$ cat src/rtl/core/oef_pkg.sv
package oef_pkg;

    // Channel count is tied to the per-channel ports of the top level
    localparam int CHANNELS         = 4;
    localparam int SAMPLE_WIDTH_DEF = 32;

    // Configuration register indexes
    localparam int CFG_IDX_W = 2;
    localparam logic [CFG_IDX_W-1:0] CFG_MIN_CUTOFF = 2'd0;
    localparam logic [CFG_IDX_W-1:0] CFG_SPEED_COEF = 2'd1;
    localparam logic [CFG_IDX_W-1:0] CFG_TWO_CHAN   = 2'd2;

    localparam logic [31:0] MIN_CUTOFF_RST = 32'd65536;

    // 2*pi in Q3.29
    localparam logic [31:0] TWO_PI_Q29 = 32'd3373259426;

    // Divisor width: r + 2^24 with r below 2^35
    localparam int DEN_W = 36;

endpackage

$ cat src/rtl/core/one_euro_filter_multichannel.sv
// Four-channel One Euro filter on signed Q16.16 samples with a Q8.24 time step. A frame
// is taken when the block is idle; channels are then worked one after another through
// a single 32x32 multiplier and a single bit-serial divider. An active channel with a
// nonzero time step costs three divisions of NUM_W bits (NUM_W = max(57, SAMPLE_WIDTH+25),
// one bit per cycle) plus the sequencing and multiply states. Invalid, inactive or zero
// time step channels go through S_CH and S_NEXT only. The divider sets the rate. Results
// leave through an output register, so the next frame may be accepted while one is
// waiting.
module one_euro_filter_multichannel #(
    parameter int SAMPLE_WIDTH = oef_pkg::SAMPLE_WIDTH_DEF
) (
    input  logic                          i_clk,
    input  logic                          i_rst_n,
    // input requests
    input  logic                          i_in_valid,
    output logic                          o_in_stall,
    input  logic signed [SAMPLE_WIDTH-1:0] i_sample_0,
    input  logic signed [SAMPLE_WIDTH-1:0] i_sample_1,
    input  logic signed [SAMPLE_WIDTH-1:0] i_sample_2,
    input  logic signed [SAMPLE_WIDTH-1:0] i_sample_3,
    input  logic [oef_pkg::CHANNELS-1:0]  i_invalid_mask,
    input  logic [31:0]                   i_time_step,
    // result requests
    output logic                          o_out_valid,
    input  logic                          i_out_stall,
    output logic signed [SAMPLE_WIDTH-1:0] o_filtered_0,
    output logic signed [SAMPLE_WIDTH-1:0] o_filtered_1,
    output logic signed [SAMPLE_WIDTH-1:0] o_filtered_2,
    output logic signed [SAMPLE_WIDTH-1:0] o_filtered_3,
    // configuration
    input  logic                          i_cfg_we,
    input  logic [oef_pkg::CFG_IDX_W-1:0] i_cfg_index,
    input  logic [31:0]                   i_cfg_data
);

    localparam int SW    = SAMPLE_WIDTH;
    localparam int CH    = oef_pkg::CHANNELS;
    localparam int CH_W  = $clog2(CH);
    localparam int DEN_W = oef_pkg::DEN_W;
    localparam int NUM_W = (SW + 25 > 57) ? SW + 25 : 57;

    // sequencer states
    localparam logic [3:0] S_IDLE = 4'd0;
    localparam logic [3:0] S_CH   = 4'd1;
    localparam logic [3:0] S_DDIV = 4'd2;
    localparam logic [3:0] S_AP   = 4'd3;
    localparam logic [3:0] S_AP2  = 4'd4;
    localparam logic [3:0] S_AR   = 4'd5;
    localparam logic [3:0] S_ADIV = 4'd6;
    localparam logic [3:0] S_MH   = 4'd7;
    localparam logic [3:0] S_ML   = 4'd8;
    localparam logic [3:0] S_MS   = 4'd9;
    localparam logic [3:0] S_C1   = 4'd10;
    localparam logic [3:0] S_C2   = 4'd11;
    localparam logic [3:0] S_C3   = 4'd12;
    localparam logic [3:0] S_NEXT = 4'd13;
    localparam logic [3:0] S_DONE = 4'd14;

    logic [3:0]          r_state;
    logic [CH_W-1:0]     r_ch;
    logic [SW-1:0]       r_x   [CH];
    logic [SW-1:0]       r_pv  [CH];
    logic [SW-1:0]       r_pd  [CH];
    logic [SW-1:0]       r_res [CH];
    logic [SW-1:0]       r_y   [CH];
    logic [CH-1:0]       r_mask;
    logic [31:0]         r_dt;
    logic                r_ovalid;
    logic [31:0]         r_min;
    logic [31:0]         r_beta;
    logic                r_two;
    logic signed [SW:0]  r_diff;
    logic                r_neg;
    logic [SW-1:0]       r_dx;
    logic [SW-1:0]       r_dhat;
    logic [31:0]         r_fc;
    logic                r_pass;
    logic [31:0]         r_alpha;
    logic [63:0]         r_m;
    logic [65:0]         r_acc;

    // shared units
    logic [31:0]      mul_a, mul_b;
    logic [63:0]      prod;
    logic             div_start, div_done;
    logic [NUM_W-1:0] div_num, div_quo;
    logic [DEN_W-1:0] div_den;

    oef_mul u_mul (
        .i_clk  (i_clk),
        .i_a    (mul_a),
        .i_b    (mul_b),
        .o_prod (prod)
    );

    oef_div #(.NUM_W(NUM_W), .DEN_W(DEN_W)) u_div (
        .i_clk   (i_clk),
        .i_rst_n (i_rst_n),
        .i_start (div_start),
        .i_num   (div_num),
        .i_den   (div_den),
        .o_done  (div_done),
        .o_quo   (div_quo)
    );

    // current channel operands
    logic [SW-1:0]      cur_x, cur_pv, cur_pd;
    logic signed [SW:0] diff_c;
    logic [SW:0]        diff_mag;
    logic               skip_ch;
    logic [NUM_W-1:0]   lim, qs;
    logic [SW-1:0]      qs_t;
    logic [32:0]        alpha_c;
    logic signed [SW:0] mf_d;
    logic [SW:0]        mf_mag;
    logic [65:0]        mf_t, mf_base, mf_res;
    logic [SW-1:0]      res_t;
    logic [SW-1:0]      res_mag;
    logic [31:0]        p_sat;
    logic [65:0]        cut_sum;
    logic [31:0]        cut_sat;

    assign cur_x  = r_x[r_ch];
    assign cur_pv = r_pv[r_ch];
    assign cur_pd = r_pd[r_ch];

    assign diff_c   = $signed({cur_x[SW-1], cur_x}) - $signed({cur_pv[SW-1], cur_pv});
    assign diff_mag = diff_c[SW] ? (SW+1)'(-diff_c) : (SW+1)'(diff_c);
    assign skip_ch  = r_mask[r_ch] || (r_two && (r_ch >= CH_W'(2)));

    // derivative saturation limit
    assign lim  = r_neg ? (NUM_W'(1) << (SW - 1)) : ((NUM_W'(1) << (SW - 1)) - NUM_W'(1));
    assign qs   = (div_quo > lim) ? lim : div_quo;
    assign qs_t = qs[SW-1:0];

    // alpha = 2^32 - floor(2^56 / (r + 2^24))
    assign alpha_c = 33'h1_0000_0000 - div_quo[32:0];

    // operand of the fractional product
    assign mf_d   = r_pass ? r_diff
                           : ($signed({r_dx[SW-1], r_dx}) - $signed({cur_pd[SW-1], cur_pd}));
    assign mf_mag = mf_d[SW] ? (SW+1)'(-mf_d) : (SW+1)'(mf_d);

    // base + signed product
    assign mf_t    = r_acc + 66'(prod[63:32]);
    assign mf_base = r_pass ? 66'($signed(cur_pv)) : 66'($signed(cur_pd));
    assign mf_res  = r_neg ? (mf_base - mf_t) : (mf_base + mf_t);
    assign res_t   = mf_res[SW-1:0];
    assign res_mag = res_t[SW-1] ? SW'(-res_t) : res_t;

    assign p_sat   = (|prod[63:48]) ? 32'hFFFF_FFFF : prod[47:16];
    assign cut_sum = r_acc + 66'(prod[63:16]) + 66'(r_min);
    assign cut_sat = (|cut_sum[65:32]) ? 32'hFFFF_FFFF : cut_sum[31:0];

    // multiplier operand selection
    always_comb begin
        mul_a = '0;
        mul_b = '0;
        case (r_state)
            S_AP:  begin mul_a = r_fc;         mul_b = r_dt;                end
            S_AP2: begin mul_a = p_sat;        mul_b = oef_pkg::TWO_PI_Q29; end
            S_MH:  begin mul_a = r_m[63:32];   mul_b = r_alpha;             end
            S_ML:  begin mul_a = r_m[31:0];    mul_b = r_alpha;             end
            S_C1:  begin mul_a = r_m[63:32];   mul_b = r_beta;              end
            S_C2:  begin mul_a = r_m[31:0];    mul_b = r_beta;              end
            default: begin mul_a = '0;         mul_b = '0;                  end
        endcase
    end

    // divider requests
    always_comb begin
        div_start = 1'b0;
        div_num   = '0;
        div_den   = '0;
        case (r_state)
            S_CH: begin
                div_start = !skip_ch && (r_dt != 32'd0);
                div_num   = NUM_W'(diff_mag) << 24;
                div_den   = DEN_W'(r_dt);
            end
            S_AR: begin
                div_start = 1'b1;
                div_num   = NUM_W'(1) << 56;
                div_den   = DEN_W'(prod[63:29]) + (DEN_W'(1) << 24);
            end
            default: begin
                div_start = 1'b0;
            end
        endcase
    end

    // configuration registers
    always_ff @(posedge i_clk) begin
        if (!i_rst_n) begin
            r_min  <= oef_pkg::MIN_CUTOFF_RST;
            r_beta <= '0;
            r_two  <= 1'b0;
        end else if (i_cfg_we) begin
            case (i_cfg_index)
                oef_pkg::CFG_MIN_CUTOFF: r_min  <= i_cfg_data;
                oef_pkg::CFG_SPEED_COEF: r_beta <= i_cfg_data;
                oef_pkg::CFG_TWO_CHAN:   r_two  <= i_cfg_data[0];
                default: ;
            endcase
        end
    end

    // sequencer and datapath
    always_ff @(posedge i_clk) begin
        if (!i_rst_n) begin
            r_state  <= S_IDLE;
            r_ovalid <= 1'b0;
            r_ch     <= '0;
            r_pass   <= 1'b0;
            for (int i = 0; i < CH; i++) begin
                r_pv[i] <= '0;
                r_pd[i] <= '0;
            end
        end else begin
            // the done state handles the output register itself
            if (r_ovalid && !i_out_stall && (r_state != S_DONE)) begin
                r_ovalid <= 1'b0;
            end
            case (r_state)
                S_IDLE: begin
                    if (i_in_valid) begin
                        r_x[0]  <= i_sample_0;
                        r_x[1]  <= i_sample_1;
                        r_x[2]  <= i_sample_2;
                        r_x[3]  <= i_sample_3;
                        r_mask  <= i_invalid_mask;
                        r_dt    <= i_time_step;
                        r_ch    <= '0;
                        r_state <= S_CH;
                    end
                end
                S_CH: begin
                    if (skip_ch) begin
                        r_res[r_ch] <= '0;
                        r_state     <= S_NEXT;
                    end else if (r_dt == 32'd0) begin
                        r_pv[r_ch]  <= cur_x;
                        r_pd[r_ch]  <= '0;
                        r_res[r_ch] <= cur_x;
                        r_state     <= S_NEXT;
                    end else begin
                        r_diff  <= diff_c;
                        r_neg   <= diff_c[SW];
                        r_state <= S_DDIV;
                    end
                end
                S_DDIV: begin
                    if (div_done) begin
                        r_dx    <= r_neg ? SW'(-qs_t) : qs_t;
                        r_fc    <= r_min;
                        r_pass  <= 1'b0;
                        r_state <= S_AP;
                    end
                end
                S_AP:  r_state <= S_AP2;
                S_AP2: r_state <= S_AR;
                S_AR:  r_state <= S_ADIV;
                S_ADIV: begin
                    if (div_done) begin
                        r_alpha <= alpha_c[31:0];
                        r_m     <= 64'(mf_mag);
                        r_neg   <= mf_d[SW];
                        r_state <= S_MH;
                    end
                end
                S_MH: r_state <= S_ML;
                S_ML: begin
                    r_acc   <= 66'(prod);
                    r_state <= S_MS;
                end
                S_MS: begin
                    if (!r_pass) begin
                        r_dhat  <= res_t;
                        r_m     <= 64'(res_mag);
                        r_state <= S_C1;
                    end else begin
                        r_pv[r_ch]  <= res_t;
                        r_pd[r_ch]  <= r_dhat;
                        r_res[r_ch] <= res_t;
                        r_state     <= S_NEXT;
                    end
                end
                S_C1: r_state <= S_C2;
                S_C2: begin
                    r_acc   <= 66'(prod) << 16;
                    r_state <= S_C3;
                end
                S_C3: begin
                    r_fc    <= cut_sat;
                    r_pass  <= 1'b1;
                    r_state <= S_AP;
                end
                S_NEXT: begin
                    if (r_ch == CH_W'(CH - 1)) begin
                        r_state <= S_DONE;
                    end else begin
                        r_ch    <= r_ch + 1'b1;
                        r_state <= S_CH;
                    end
                end
                S_DONE: begin
                    if (!r_ovalid || !i_out_stall) begin
                        for (int i = 0; i < CH; i++) begin
                            r_y[i] <= r_res[i];
                        end
                        r_ovalid <= 1'b1;
                        r_state  <= S_IDLE;
                    end
                end
                default: r_state <= S_IDLE;
            endcase
        end
    end

    assign o_in_stall   = (r_state != S_IDLE);
    assign o_out_valid  = r_ovalid;
    assign o_filtered_0 = r_y[0];
    assign o_filtered_1 = r_y[1];
    assign o_filtered_2 = r_y[2];
    assign o_filtered_3 = r_y[3];

endmodule

$ cat src/rtl/core/oef_mul.sv
// 32x32 unsigned multiplier with registered product
module oef_mul (
    input  logic        i_clk,
    input  logic [31:0] i_a,
    input  logic [31:0] i_b,
    output logic [63:0] o_prod
);

    logic [63:0] r_prod;

    always_ff @(posedge i_clk) begin
        r_prod <= 64'(i_a) * 64'(i_b);
    end

    assign o_prod = r_prod;

endmodule

$ cat src/rtl/core/oef_div.sv
// Restoring divider, one quotient bit per cycle
module oef_div #(
    parameter int NUM_W = 57,
    parameter int DEN_W = 36
) (
    input  logic             i_clk,
    input  logic             i_rst_n,
    input  logic             i_start,
    input  logic [NUM_W-1:0] i_num,
    input  logic [DEN_W-1:0] i_den,
    output logic             o_done,
    output logic [NUM_W-1:0] o_quo
);

    localparam int CNT_W = $clog2(NUM_W + 1);

    logic [NUM_W-1:0] r_num;
    logic [NUM_W-1:0] r_quo;
    logic [DEN_W:0]   r_rem;
    logic [DEN_W-1:0] r_den;
    logic [CNT_W-1:0] r_cnt;
    logic             r_busy;
    logic             r_done;

    logic [DEN_W:0] rem_sh;
    logic           ge;

    // shift in next dividend bit and trial subtract
    assign rem_sh = {r_rem[DEN_W-1:0], r_num[NUM_W-1]};
    assign ge     = rem_sh >= {1'b0, r_den};

    always_ff @(posedge i_clk) begin
        if (!i_rst_n) begin
            r_busy <= 1'b0;
            r_done <= 1'b0;
            r_cnt  <= '0;
        end else begin
            r_done <= 1'b0;
            if (i_start) begin
                r_busy <= 1'b1;
                r_cnt  <= '0;
                r_num  <= i_num;
                r_den  <= i_den;
                r_rem  <= '0;
                r_quo  <= '0;
            end else if (r_busy) begin
                r_num <= {r_num[NUM_W-2:0], 1'b0};
                r_quo <= {r_quo[NUM_W-2:0], ge};
                r_rem <= ge ? (rem_sh - {1'b0, r_den}) : rem_sh;
                if (r_cnt == CNT_W'(NUM_W - 1)) begin
                    r_busy <= 1'b0;
                    r_done <= 1'b1;
                end else begin
                    r_cnt <= r_cnt + 1'b1;
                end
            end
        end
    end

    assign o_done = r_done;
    assign o_quo  = r_quo;

endmodule
$ cat config.mk
export PLATFORM = sky130hd
export DESIGN_NAME = one_euro_filter_multichannel
export DESIGN_NICKNAME = d
export VERILOG_FILES = /design/src/rtl/core/oef_pkg.sv /design/src/rtl/core/one_euro_filter_multichannel.sv /design/src/rtl/core/oef_mul.sv /design/src/rtl/core/oef_div.sv
export SDC_FILE = /design/constraint.sdc
export NUM_CORES = 2
export LEC_CHECK = 0
export ABC_CLOCK_PERIOD_IN_PS = 10850
export BUFFER_PORTS_ARGS = -buffer_cell sky130_fd_sc_hd__clkbuf_2
export CAP_MARGIN = 20
export CORE_MARGIN = 4
export CORE_UTILIZATION = 42
export CTS_CLUSTER_SIZE = 25
export DETAILED_ROUTE_END_ITERATION = 6
export PLACE_DENSITY_LB_ADDON = 0.25
export SLEW_MARGIN = 0
export SYNTH_ARGS = -nofsm -noshare
export SYNTH_HDL_FRONTEND = slang
export SYNTH_SLANG_ARGS = --single-unit
$ cat constraint.sdc
create_clock -name i_clk -period 10.85 [get_ports i_clk]
set_input_delay 0.5425 -clock i_clk [delete_from_list [all_inputs] [get_ports i_clk]]
set_output_delay 0.5425 -clock i_clk [all_outputs]
set_load 0.01 [all_outputs]
# Yosys cells after proc, flatten, opt, wreduce, memory -nomap -nowiden
# Memories as Yosys holds them, arrays and structs flattened. A register that Yosys moved wholly into a read port is not among the register bits.
# Index checks and enable logic that the tools add are counted.
dict set report classes {
  n_addsub 16
  n_mul 1
  n_div 0
  order_cmp 4
  n_eq_ne 27
  shifts 0
  muxes 92
  n_bitwise 10
  n_reduce_logical 48
}
# operator count
set ops {}
lappend ops {{$mux W32} 15}
lappend ops {{$pmux W32 S4} 2}
lappend ops {{$mux W57} 3}
lappend ops {{$pmux W66 S2} 1}
lappend ops {{$mux W64} 2}
lappend ops {{$pmux W64 S2} 1}
lappend ops {{$pmux W57 S2} 1}
lappend ops {{$mux W33} 3}
lappend ops {{$mux W36} 2}
lappend ops {{$pmux W36 S2} 1}
lappend ops {{$add A66 B32 Y66} 1}
lappend ops {{$add A66 B48 Y66} 1}
lappend ops {{$neg A33 Y33} 2}
lappend ops {{$sub A32 B32 Y33} 2}
lappend ops {{$add A32 B32 Y32} 2}
lappend ops {{$mul A32 B32 Y64} 1}
lappend ops {{$neg A32 Y32} 2}
lappend ops {{$pmux W32 S2} 1}
lappend ops {{$reduce_or A32 Y1} 2}
lappend ops {{$pmux W4 S15} 1}
lappend ops {{$gt A57 B32 Y1} 1}
lappend ops {{$ge A37 B36 Y1} 1}
lappend ops {{$add A35 B25 Y36 const B} 1}
lappend ops {{$mux W1} 36}
lappend ops {{other kinds (42)} 113}
dict set report word_totals {
  register_bits 659
  latchBits 0
  mem_bits_rw 640
  mem_bits_ro 0
  in_bits 203
  output_inout_bits 130
  n_memories 5
}
# name depth width rd rd_clocked_by_memory_dff write_ports line_no
set mem_list {}
lappend mem_list {r_pd 4 32 1 1 4 one_euro_filter_multichannel.sv:63} ;# logic [SW-1:0] r_pd [CH];
lappend mem_list {r_pv 4 32 1 1 4 one_euro_filter_multichannel.sv:62} ;# logic [SW-1:0] r_pv [CH];
lappend mem_list {r_res 4 32 4 0 1 one_euro_filter_multichannel.sv:64} ;# logic [SW-1:0] r_res [CH];
lappend mem_list {r_x 4 32 1 1 4 one_euro_filter_multichannel.sv:61} ;# logic [SW-1:0] r_x [CH];
lappend mem_list {r_y 4 32 4 0 4 one_euro_filter_multichannel.sv:65} ;# logic [SW-1:0] r_y [CH];

# Logic depth before layout (Yosys ltp)
dict set report logic_depth {
  ltp_word 10
  depth_mapped 40
}

# Hierarchy
# A second synthesis with hierarchy kept.
dict set report unflattened {
  hier_cells 9721
  area_unflattened_um2 101408.5
}
# mod instances cells_per_inst area_each_um2
set modules_own_cells {}
lappend modules_own_cells {one_euro_filter_multichannel 1 5128 56745.7}
lappend modules_own_cells {oef_mul 1 3825 34859.7}
lappend modules_own_cells {oef_div 1 768 9803.2}

# Worst setup path after synthesis
# Ideal clock, no wire load.
dict set report synth_path {
  kind {flip-flop to flip-flop}
  from {reg r_ch[0]}
  to {reg u_div.r_quo[0], in the netlist u_div.o_quo[0] (enable)}
  arrival_ps 10701
  required_ps 10047
  path_slack_ps -654
  stages_incl_launch_ff 8
  path_buffers 1
  period_less_slack_ps 11504
  cell_sequence {dfxtp_1 -> mux4_2 -> nor2_1 -> o21ai_0 -> inv_1 -> a21oi_1 -> clkbuf_1 -> a21boi_0}
}
dict set report synth_between {
  elab_chain_len 8
}
# element line_no
set synth_rtl {}
lappend synth_rtl {{start, declared} one_euro_filter_multichannel.sv:60} ;# logic [CH_W-1:0] r_ch;
lappend synth_rtl {{start signal, assigned} one_euro_filter_multichannel.sv:302} ;# r_ch <= r_ch + 1'b1;
lappend synth_rtl {{$bmux W1 S2 / $ge A2 B2 Y1 (equally long branches)} one_euro_filter_multichannel.sv:129} ;# assign skip_ch = r_mask[r_ch] || (r_two && (r_ch >= CH_W'(2)));
lappend synth_rtl {{$mux W1 (implied by the code) / $logic_and A1 B1 Y1 (equally long branches)} one_euro_filter_multichannel.sv:129}
lappend synth_rtl {{$logic_or A1 B1 Y1 *} one_euro_filter_multichannel.sv:129}
lappend synth_rtl {{$logic_not A1 Y1 *} one_euro_filter_multichannel.sv:177} ;# div_start = !skip_ch && (r_dt != 32'd0);
lappend synth_rtl {{$logic_and A1 B1 Y1 *} one_euro_filter_multichannel.sv:177}
lappend synth_rtl {{$pmux W1 S2 *} one_euro_filter_multichannel.sv:175} ;# case (r_state)
lappend synth_rtl {{$reduce_bool A2 Y1 (no line) *} n/a}
lappend synth_rtl {{$reduce_and A2 Y1 (no line) *} n/a}
lappend synth_rtl {{end signal, assigned} oef_div.sv:48} ;# r_quo <= {r_quo[NUM_W-2:0], ge};
lappend synth_rtl {{end, declared} oef_div.sv:18} ;# logic [NUM_W-1:0] r_quo;
# Every way passes the cells marked *; elsewhere a longest branch is shown, timed or not. The select of a mux whose other input is x is not followed.
# A chain may end at the register's enable or synchronous reset.

# Worst setup path after layout
dict set report layout_path {
  from {reg r_state[0]}
  to {reg u_mul.r_prod[60], in the netlist u_mul.o_prod[60]}
}
dict set report layout_between {
  elab_chain_len 4
}
# element line_no
set layout_rtl {}
lappend layout_rtl {{start, declared} one_euro_filter_multichannel.sv:59} ;# logic [3:0] r_state;
lappend layout_rtl {{start signal, assigned} one_euro_filter_multichannel.sv:211} ;# r_state <= S_IDLE;
lappend layout_rtl {{start signal, assigned} one_euro_filter_multichannel.sv:234} ;# r_state <= S_CH;
lappend layout_rtl {{start signal, assigned} one_euro_filter_multichannel.sv:240} ;# r_state <= S_NEXT;
lappend layout_rtl {{$eq A4 B4 Y1 / $eq A4 B3 Y1 (equally long branches)} one_euro_filter_multichannel.sv:159} ;# case (r_state)
lappend layout_rtl {{$reduce_or A2 Y1 (no line)} n/a}
lappend layout_rtl {{$pmux W32 S4} one_euro_filter_multichannel.sv:159}
lappend layout_rtl {{$mul A32 B32 Y64 *} oef_mul.sv:12} ;# r_prod <= 64'(i_a) * 64'(i_b);
lappend layout_rtl {{end signal, assigned} oef_mul.sv:12}
lappend layout_rtl {{end, declared} oef_mul.sv:9} ;# logic [63:0] r_prod;
# Every way passes the cells marked *; elsewhere a longest branch is shown, timed or not.

==> parameters.txt <==
Parameter                              Value

Yosys
  Post-synth design cell area    98000 µm²
  Number of enable flip-flop cells after synthesis    1099
  Share of the yosys chip area belonging to registers    36.7%
  Unique masters post-synth    104
  Number of instances in the synthesized netlist    9585
  Synth Register Bits    1246
  Yosys warns    0
  Dominant register cell in the synthesized netlist    sky130_fd_sc_hd__edfxtp_1
  Fraction of registers with async set or reset after synthesis    0%
  Post-Syn Area per Cell    10.2 µm²
  Net count after synthesis    11300

Clock tree
  Clock tree from TritonCTS    done
  Buffer depth of the longest clock path    3
  Number of H-tree branching levels    4
  Clock sink total    1246
  Clock insertion delay at the later pin of the skew report    0.84 ns
  Clock slew at the register clock pins of the worst setup and hold paths    0.06 ns
  Clock root cell    sky130_fd_sc_hd__clkbuf_16
  Cts bufs inserted    133
  Total of cells resized after clock tree synthesis    0

Layout
  Total number of nets in the final design    11700
  Ratio of cells with drive above 1 in the final layout    10.4%
  Post-layout instance count excluding filler cells    13100
  Leading cell type in the layout, fill and taps excluded    sky130_fd_sc_hd__inv_1
  P&R area growth vs syn    12.2%
  Most frequent cells in the layout    sky130_fd_sc_hd__inv_1 (1199), sky130_fd_sc_hd__nor2_1 (1155), sky130_fd_sc_hd__edfxtp_1 (1099)

Critical path
  Maximum single-stage delay on the critical path    0.57 ns
  Data arrival, critical path    11.06 ns
  Cell with the largest stage delay on the worst path    sky130_fd_sc_hd__dfxtp_1
  Combined buffer and inverter count along the critical path    5
  Cell repeated most along the worst path    sky130_fd_sc_hd__fa_1
  Setup CP Type    flop to flop
  Cell family contributing the most delay on the critical path    adder cells
  Data required time at the worst endpoint    11.57 ns
  Critical Path Source Type    flop
  Endpoint type of the worst setup path    flop
  Critical path peak fanout    41

STA
  Number of hold violations in the final report    0
  RSZ-0062 raised after global routing    no
  Tmin final    10.34 ns
  Max Transition Viols Final    0
  Measured slew at the worst slew-check pin    1.33 ns
  Clock tree skew after final layout    0.0771 ns
  Final setup violation count    0
  Final Cycle Share    95.3%
  Slew margin rel.    11.7%
  Fmax achieved    96.7 MHz
  Final total negative setup slack    0 ns

Global route
  Global router's overall resource usage    28.7%
  Via count of the first global-routing pass    75000
  Total grt overflow    0
  Maximum number of pins on one net before global-route repair    94
  Number of antenna violations at the first check in global routing    16
  Wire length of the first global-routing pass    512000 µm

Die
  Area of the die    241000 µm²
  Number of I/O pins    333
  Die width    491 µm
  Effective utilization at floorplan    42.2%
  Row cnt    177
  DIE HEIGHT    491 µm
  Core Area    232000 µm²

Place
  Final GP Congestion    1.03
  Cell count after placement    12700
  Total of buffers placed on input and output ports    332
  Detailed placer's ending HPWL    272000 µm

Route
  Detailed router's first-iteration violation count    7918
  Via count normalized by instance count    5.74
  DRC violations left    0
  DRT Pass-1 Iters    6
  Post-DRT Antenna Nets    0
  Sum of routed wire length over all layers    350000 µm
  Total via count after detailed routing    75400
  Wire length per cell after detailed routing    26.7 µm

Worst hold path
  Class of the worst hold path    primary input to flop

Flow run
  Max cap viols    0

Pwr
  Leakage    46.2 nW
  Total Power    17.5 mW
  Power density over the cells    159 nW/µm²
  Worst IR drop on VDD    148 µV

Status
  Status    complete, no violations
## per-stage QoR
step	hold WS, ns	worst slack, ns	util, %	instance area [µm²]
global route	0.00245	0.0376	47.3	110000
CTS	0.000123	0.655	47.3	110000
global placement	0.400	0.891	44.7	104000
finish	0.0366	0.507	47.4	110000
detailed placement	0.405	0.763	44.7	104000
floorplan	0.400	1.48	-	98000
## worst paths after layout
path / start / to / slack [ns] / cells past startpoint
min reg2reg: r_res[0][22] / r_y[0][22] / 0.39 / 0
min: i_cfg_data[21] / r_beta[21] / 0.04 / 3
max reg2reg: r_state[0] / u_mul.o_prod[60] / 0.51 / 31
max: r_state[0] / u_mul.o_prod[60] / 0.51 / 31
## final cells by class
type / count / area, µm²
Inverter: 1202 / 4510
Antenna cell: 10 / 25.0
Sequential cell: 1246 / 36000
Timing Repair Buffer: 746 / 5280
Tap cell: 3043 / 3810
Clock inverter: 75 / 971
Multi-Input combinational cell: 6652 / 56000
Clock buffer: 167 / 3490
Fill cell: 21400 / 122000
## report_power, final
part	switching [mW]	internal [mW]	leakage, nW	total (mW)
registers	0.324	5.70	11.6	6.02
logic	4.75	2.11	32.5	6.86
clock network	2.10	2.54	2.12	4.64
## cells by family after synthesis
logic type,after synthesis,synth area share (%)
AOI/OAI and AO/OA,1531,10.3
muxes,222,3.58
xor gates and xnor gates,325,2.91
DFF,1246,36.7
and+or+nand+nor,3106,14.2
buffers and inverters,1687,6.48
adders and majority gates,1468,25.9
## worst min-delay path: cells and delay by family
family,cells,cell delay [ns]
buffers and inverters,1,0.11
AND/OR/NAND/NOR,1,0.06
AO/OA/AOI/OAI,1,0.06
## cells in the mapped netlist (all sizes together), types with 40 or more instances
cell | n | area (µm²)
xor2 | 119 | 1040
o211ai | 45 | 343
clkbuf | 436 | 1640
and2 | 144 | 901
nand3 | 146 | 731
fa | 934 | 18700
a22oi | 78 | 586
a21oi | 395 | 1980
mux2 | 59 | 664
a21boi | 90 | 687
dfxtp | 147 | 2940
nor3 | 130 | 666
buf | 49 | 205
a31oi | 47 | 294
nand2b | 55 | 344
o21ai | 303 | 1520
o21bai | 40 | 300
nand4 | 79 | 494
a211oi | 45 | 343
or3 | 47 | 294
edfxtp | 1099 | 33000
mux2i | 66 | 661
xnor2 | 206 | 1810
ha | 534 | 6680
nand2 | 1027 | 3850
and3 | 67 | 419
inv | 1202 | 4510
o21a | 50 | 375
nor2 | 1158 | 4350
a21o | 157 | 1180
mux4 | 97 | 2180
nor2b | 60 | 375
nor4 | 54 | 380
## flip-flops by register name, indices dropped and copies added (netlist names), 2 cells and up, named ones only
signal	flops
r_pv	128
r_state	4
r_pd	128
r_res	128
r_m	33
r_beta	32
r_min	32
r_dhat	32
r_alpha	32
r_diff	33
r_dt	32
r_y	128
u_mul.o_prod	64
r_x	128
u_div.r_cnt	6
u_div.r_den	36
u_div.r_rem	36
r_ch	2
u_div.o_quo	57
r_fc	32
r_mask	4
r_acc	66
u_div.r_num	33
r_dx	32
## metal layers
layer	part of all wire (%)	GRT usage (%)	routed length (µm)	vias to the layer above
met2	44	43.9	156000	3656
met1	40	38.1	140000	37800
met5	0.0074	0	26	-
li1	-	-	-	33300
met3	9.3	6.60	32400	731
met4	6.3	14.8	22000	4
## what timing repair did
item / CTS / global route
hold buffers: 164 / 0
buffers inserted: 0 / 0
endpoints found under the hold margin: 164 / 0
Power figures use the tool's default switching activity.
